File: src/rtl/core/uart_ri_ram.sv
// Generic single-write, single-read RAM with registered read data.
module uart_ri_ram #(
  parameter int Width = 8,
  parameter int Depth = 16,
  localparam int AddrW = (Depth > 1) ? $clog2(Depth) : 1
) (
  input  logic             clk_i,
  input  logic             we_i,
  input  logic [AddrW-1:0] waddr_i,
  input  logic [Width-1:0] wdata_i,
  input  logic [AddrW-1:0] raddr_i,
  output logic [Width-1:0] rdata_o
);

  logic [Width-1:0] mem_q [Depth];
  logic [Width-1:0] rdata_q;

  // Read-first: a read at the address being written returns the old data
  always_ff @(posedge clk_i) begin
    if (we_i) begin
      mem_q[waddr_i] <= wdata_i;
    end
    rdata_q <= mem_q[raddr_i];
  end

  assign rdata_o = rdata_q;

endmodule

File: config.mk
export PLATFORM = sky130hd
export DESIGN_NAME = uart_ri_ram
export DESIGN_NICKNAME = d
export VERILOG_FILES = /design/src/rtl/core/uart_ri_ram.sv
export SDC_FILE = /design/constraint.sdc
export NUM_CORES = 1
export LEC_CHECK = 0
export BUFFER_PORTS_ARGS = -buffer_cell sky130_fd_sc_hd__buf_2
export CAP_MARGIN = 20
export CORE_MARGIN = 2
export CORE_UTILIZATION = 50
export DETAILED_ROUTE_END_ITERATION = 12
export PLACE_DENSITY_LB_ADDON = 0.05
export SETUP_SLACK_MARGIN = 0.2
export SLEW_MARGIN = 10
export SYNTH_ARGS = -nofsm -noshare
export SYNTH_HDL_FRONTEND = slang
export SYNTH_SLANG_ARGS = --single-unit
File: constraint.sdc
create_clock -name clk_i -period 3.6 [get_ports clk_i]
set_input_delay 0.36 -clock clk_i [delete_from_list [all_inputs] [get_ports clk_i]]
set_output_delay 0.36 -clock clk_i [all_outputs]
set_load 0.02 [all_outputs]
==> results.py <==
metrics = {
    "synth": {
        "avgSynthCellArea_sq_um": 22.5,
        "synth_warnings": 0,
        "synth_most_common_cell": "edfxtp_1",
        "synth_cell_type_count": 19,
        "synth_seq_area_share_pct": 77.8,
        "netlist_area_sq_um": 5150,
        "synth_edf_count": 128,
        "syn_inst": 229,
        "synth_seq_cells": 136,
        "yosysTopAreaCell": "edfxtp_1",
        "yosys-top-cells-area": "edfxtp_1, mux4_2, mux4_1",
        "synth_top_cell_area_share_pct": 74.7,
        "async_flop_share_pct": 0,
        "synth_flop_cell": "edfxtp_1",
        "synth_commonest_cells": "edfxtp_1, mux4_2, a22oi_1",
        "synthesis.nets": 247,
    },
    "drt": {
        "ant_nets": 0,
        "first_iter_violations": 153,
        "drcViolationCount": 0,
        "routedWlPerCell_um": 23.4,
        "via_count": 2340,
        "drt_pass1_iterations": 4,
        "wirelength_um": 9750,
        "via_per_inst": 5.61,
    },
    "die": {
        "io_pins": 26,
        "die_x_um": 105,
        "start_util_pct": 50.8,
        "fp.coreArea_sq_um": 10100,
        "die_h_um": 105,
        "rows": 37,
        "die_area_sq_um": 11100,
    },
    "clock_network": {
        "postCtsSetupRepairBufs": 0,
        "htreeDepth": 4,
        "cts_buffer_depth": 2,
        "clkTransAtPathRegs_ns": 0.06,
        "cts_tree": "built",
        "numCtsBuffers": 17,
        "insertion_delay_ns": 0.51,
        "cts_hold_buf": 0,
        "cts.sinks": 136,
        "ctsResizeCount": 0,
        "root_buffer": "clkbuf_8",
    },
    "layout": {
        "synthToLayoutAreaGrowth_pct": 15.2,
        "final_util_pct": 58.5,
        "fillers": 755,
        "drive_gt1_share_pct": 28.9,
        "fin_cells": 417,
        "regArea_sq_um": 4000,
        "fin_nets": 285,
        "multi_input_area_sq_um": 1070,
    },
    "global_route": {
        "grtUsageMet1_pct": 29.2,
        "grt.total_usage_pct": 19.6,
        "grt_antenna_before_repair": 1,
        "grt_max_degree": 33,
        "overflow": 0,
        "grt_first_pass_wirelength_um": 15000,
        "grt_pass1_vias": 2386,
        "use_met2_pct": 28.6,
        "grt-busiest-layer": "met1",
        "use_met3_pct": 4.58,
    },
    "worst_setup_path": {
        "cp.arrival_ns": 2.18,
        "rr_worst_depth": 3,
        "path_max_fanout": 21,
        "critical_path_required_ns": 3.98,
        "r2r-end": "rdata_o[7]",
        "worstSetupPathType": "in -> reg",
        "end_kind": "flip-flop",
        "r2r_start": "mem_q[11][7]",
        "cp-start-kind": "primary input",
        "rrSetupSlack_ns": 2.23,
    },
    "sta": {
        "tns_ns": 0,
        "hold_viol_final": 0,
        "rsz0062_at_grt": "no",
        "setup_viol": 0,
        "fin_crit_sh_pct": 49.8,
        "worst_slew_pin_slew_ns": 0.988,
        "slew_headroom_pct": 33.9,
        "fmax_mhz": 558,
        "setup_ws_ns": 1.81,
        "holdWs_ns": 0.231,
        "fin_skew_ns": 0.00873,
        "drv_slew": 0,
        "period_needed_ns": 1.79,
    },
    "power_and_ir_drop": {
        "switching_share_pct": 22.4,
        "p_seq_share_pct": 51.3,
        "p_int_mw": 2.69,
        "p_leak_nw": 1.98,
        "power_per_cell_area_nw_per_um2": 585,
        "ir_drop_mv": 0.306,
        "p_sw_mw": 0.776,
        "combPwrFrac_pct": 4.8,
        "power.share.clock_pct": 43.9,
    },
    "placement": {
        "hpwl_um": 6040,
        "dp_slack_ns": 1.28,
        "dp.cells": 384,
        "globalplace.congestion": 0.701,
        "port_buffers": 25,
    },
    "hold_path": {
        "min_to": "mem_q[14][2]",
        "worstHoldStart": "wdata_i[2]",
        "min_path_type": "in -> reg",
        "holdPathStages": 1,
    },
    "outcome": {
        "status": "finished, final reports clean",
    },
    "run": {
        "timing.max_cap.violations": 0,
    },
}
## metrics by stage
step / power (mW) / cell area (sq um)
after floorplan: 1.91 / 5150
after global placement: 1.98 / 5400
after detailed placement: 1.99 / 5400
after CTS: 3.50 / 5930
after global routing: 3.59 / 5930
final: 3.47 / 5930
## power by group through the flow
stage                     logic [mW]  registers, mW  clock network, mW
final                          0.167           1.78               1.52
after global routing           0.182           1.78               1.63
after CTS                      0.171           1.78               1.55
after detailed placement       0.170           1.81                  0
after global placement         0.168           1.82                  0
after floorplan               0.0899           1.82                  0
## area by class of cell
| cell class | count | area share [%] |
|---|---|---|
| antenna | 1 | 0.0422 |
| clock buffer | 17 | 6.98 |
| clock inverter | 15 | 1.96 |
| multi-input combinational | 83 | 18.0 |
| sequential | 136 | 67.5 |
| tap | 136 | 2.87 |
| timing repair buffer | 29 | 2.62 |
## metal layers
layer / vias to the layer above / share of wire (%)
li1: 1054 / -
met1: 1202 / 44
met2: 76 / 47
met3: 8 / 7.7
met4: 0 / 0.99
met5: - / 0
## registers in the layout, indices dropped and copies added (netlist names)
signal   flops
rdata_o      8
mem_q      128
## how the worst max path moves through the flow
stage	end	slack (ns)	from
after detailed placement	rdata_o[7]	1.28	raddr_i[0]
after CTS	rdata_o[7]	1.81	raddr_i[0]
after floorplan	mem_q[0][0]	1.75	waddr_i[2]
after global placement	rdata_o[3]	1.28	raddr_i[0]
final	rdata_o[7]	1.81	raddr_i[0]
after global routing	rdata_o[7]	1.71	raddr_i[0]
## worst max-delay path: stages
cell and delay, ns:
buf_2 0.55, buf_4 0.33, mux4_2 0.51, a22oi_1 0.29
nand2_1 0.10
## cell usage in the layout, fill, tap and decap left out, drive strengths merged, types with 4 or more instances in the layout
cell type,count
clkinv,5
clkbuf,17
mux4,32
buf,29
dfxtp,8
nor3,4
a22oi,16
inv,8
nand2,9
nor2,13
edfxtp,128
## logic make-up (layout without fill, tap and decap cells)
| group | count (synthesis) | in the layout | synth area share (%) |
|---|---|---|---|
| AOI/OAI and AO/OA | 16 | 16 | 2.33 |
| buffers and inverters | 10 | 61 | 1.68 |
| DFF | 136 | 136 | 77.8 |
| muxes | 32 | 32 | 15.0 |
| other | 0 | 1 | 0 |
| and+or+nand+nor | 35 | 35 | 3.18 |
(Power assumes the default switching activity.)
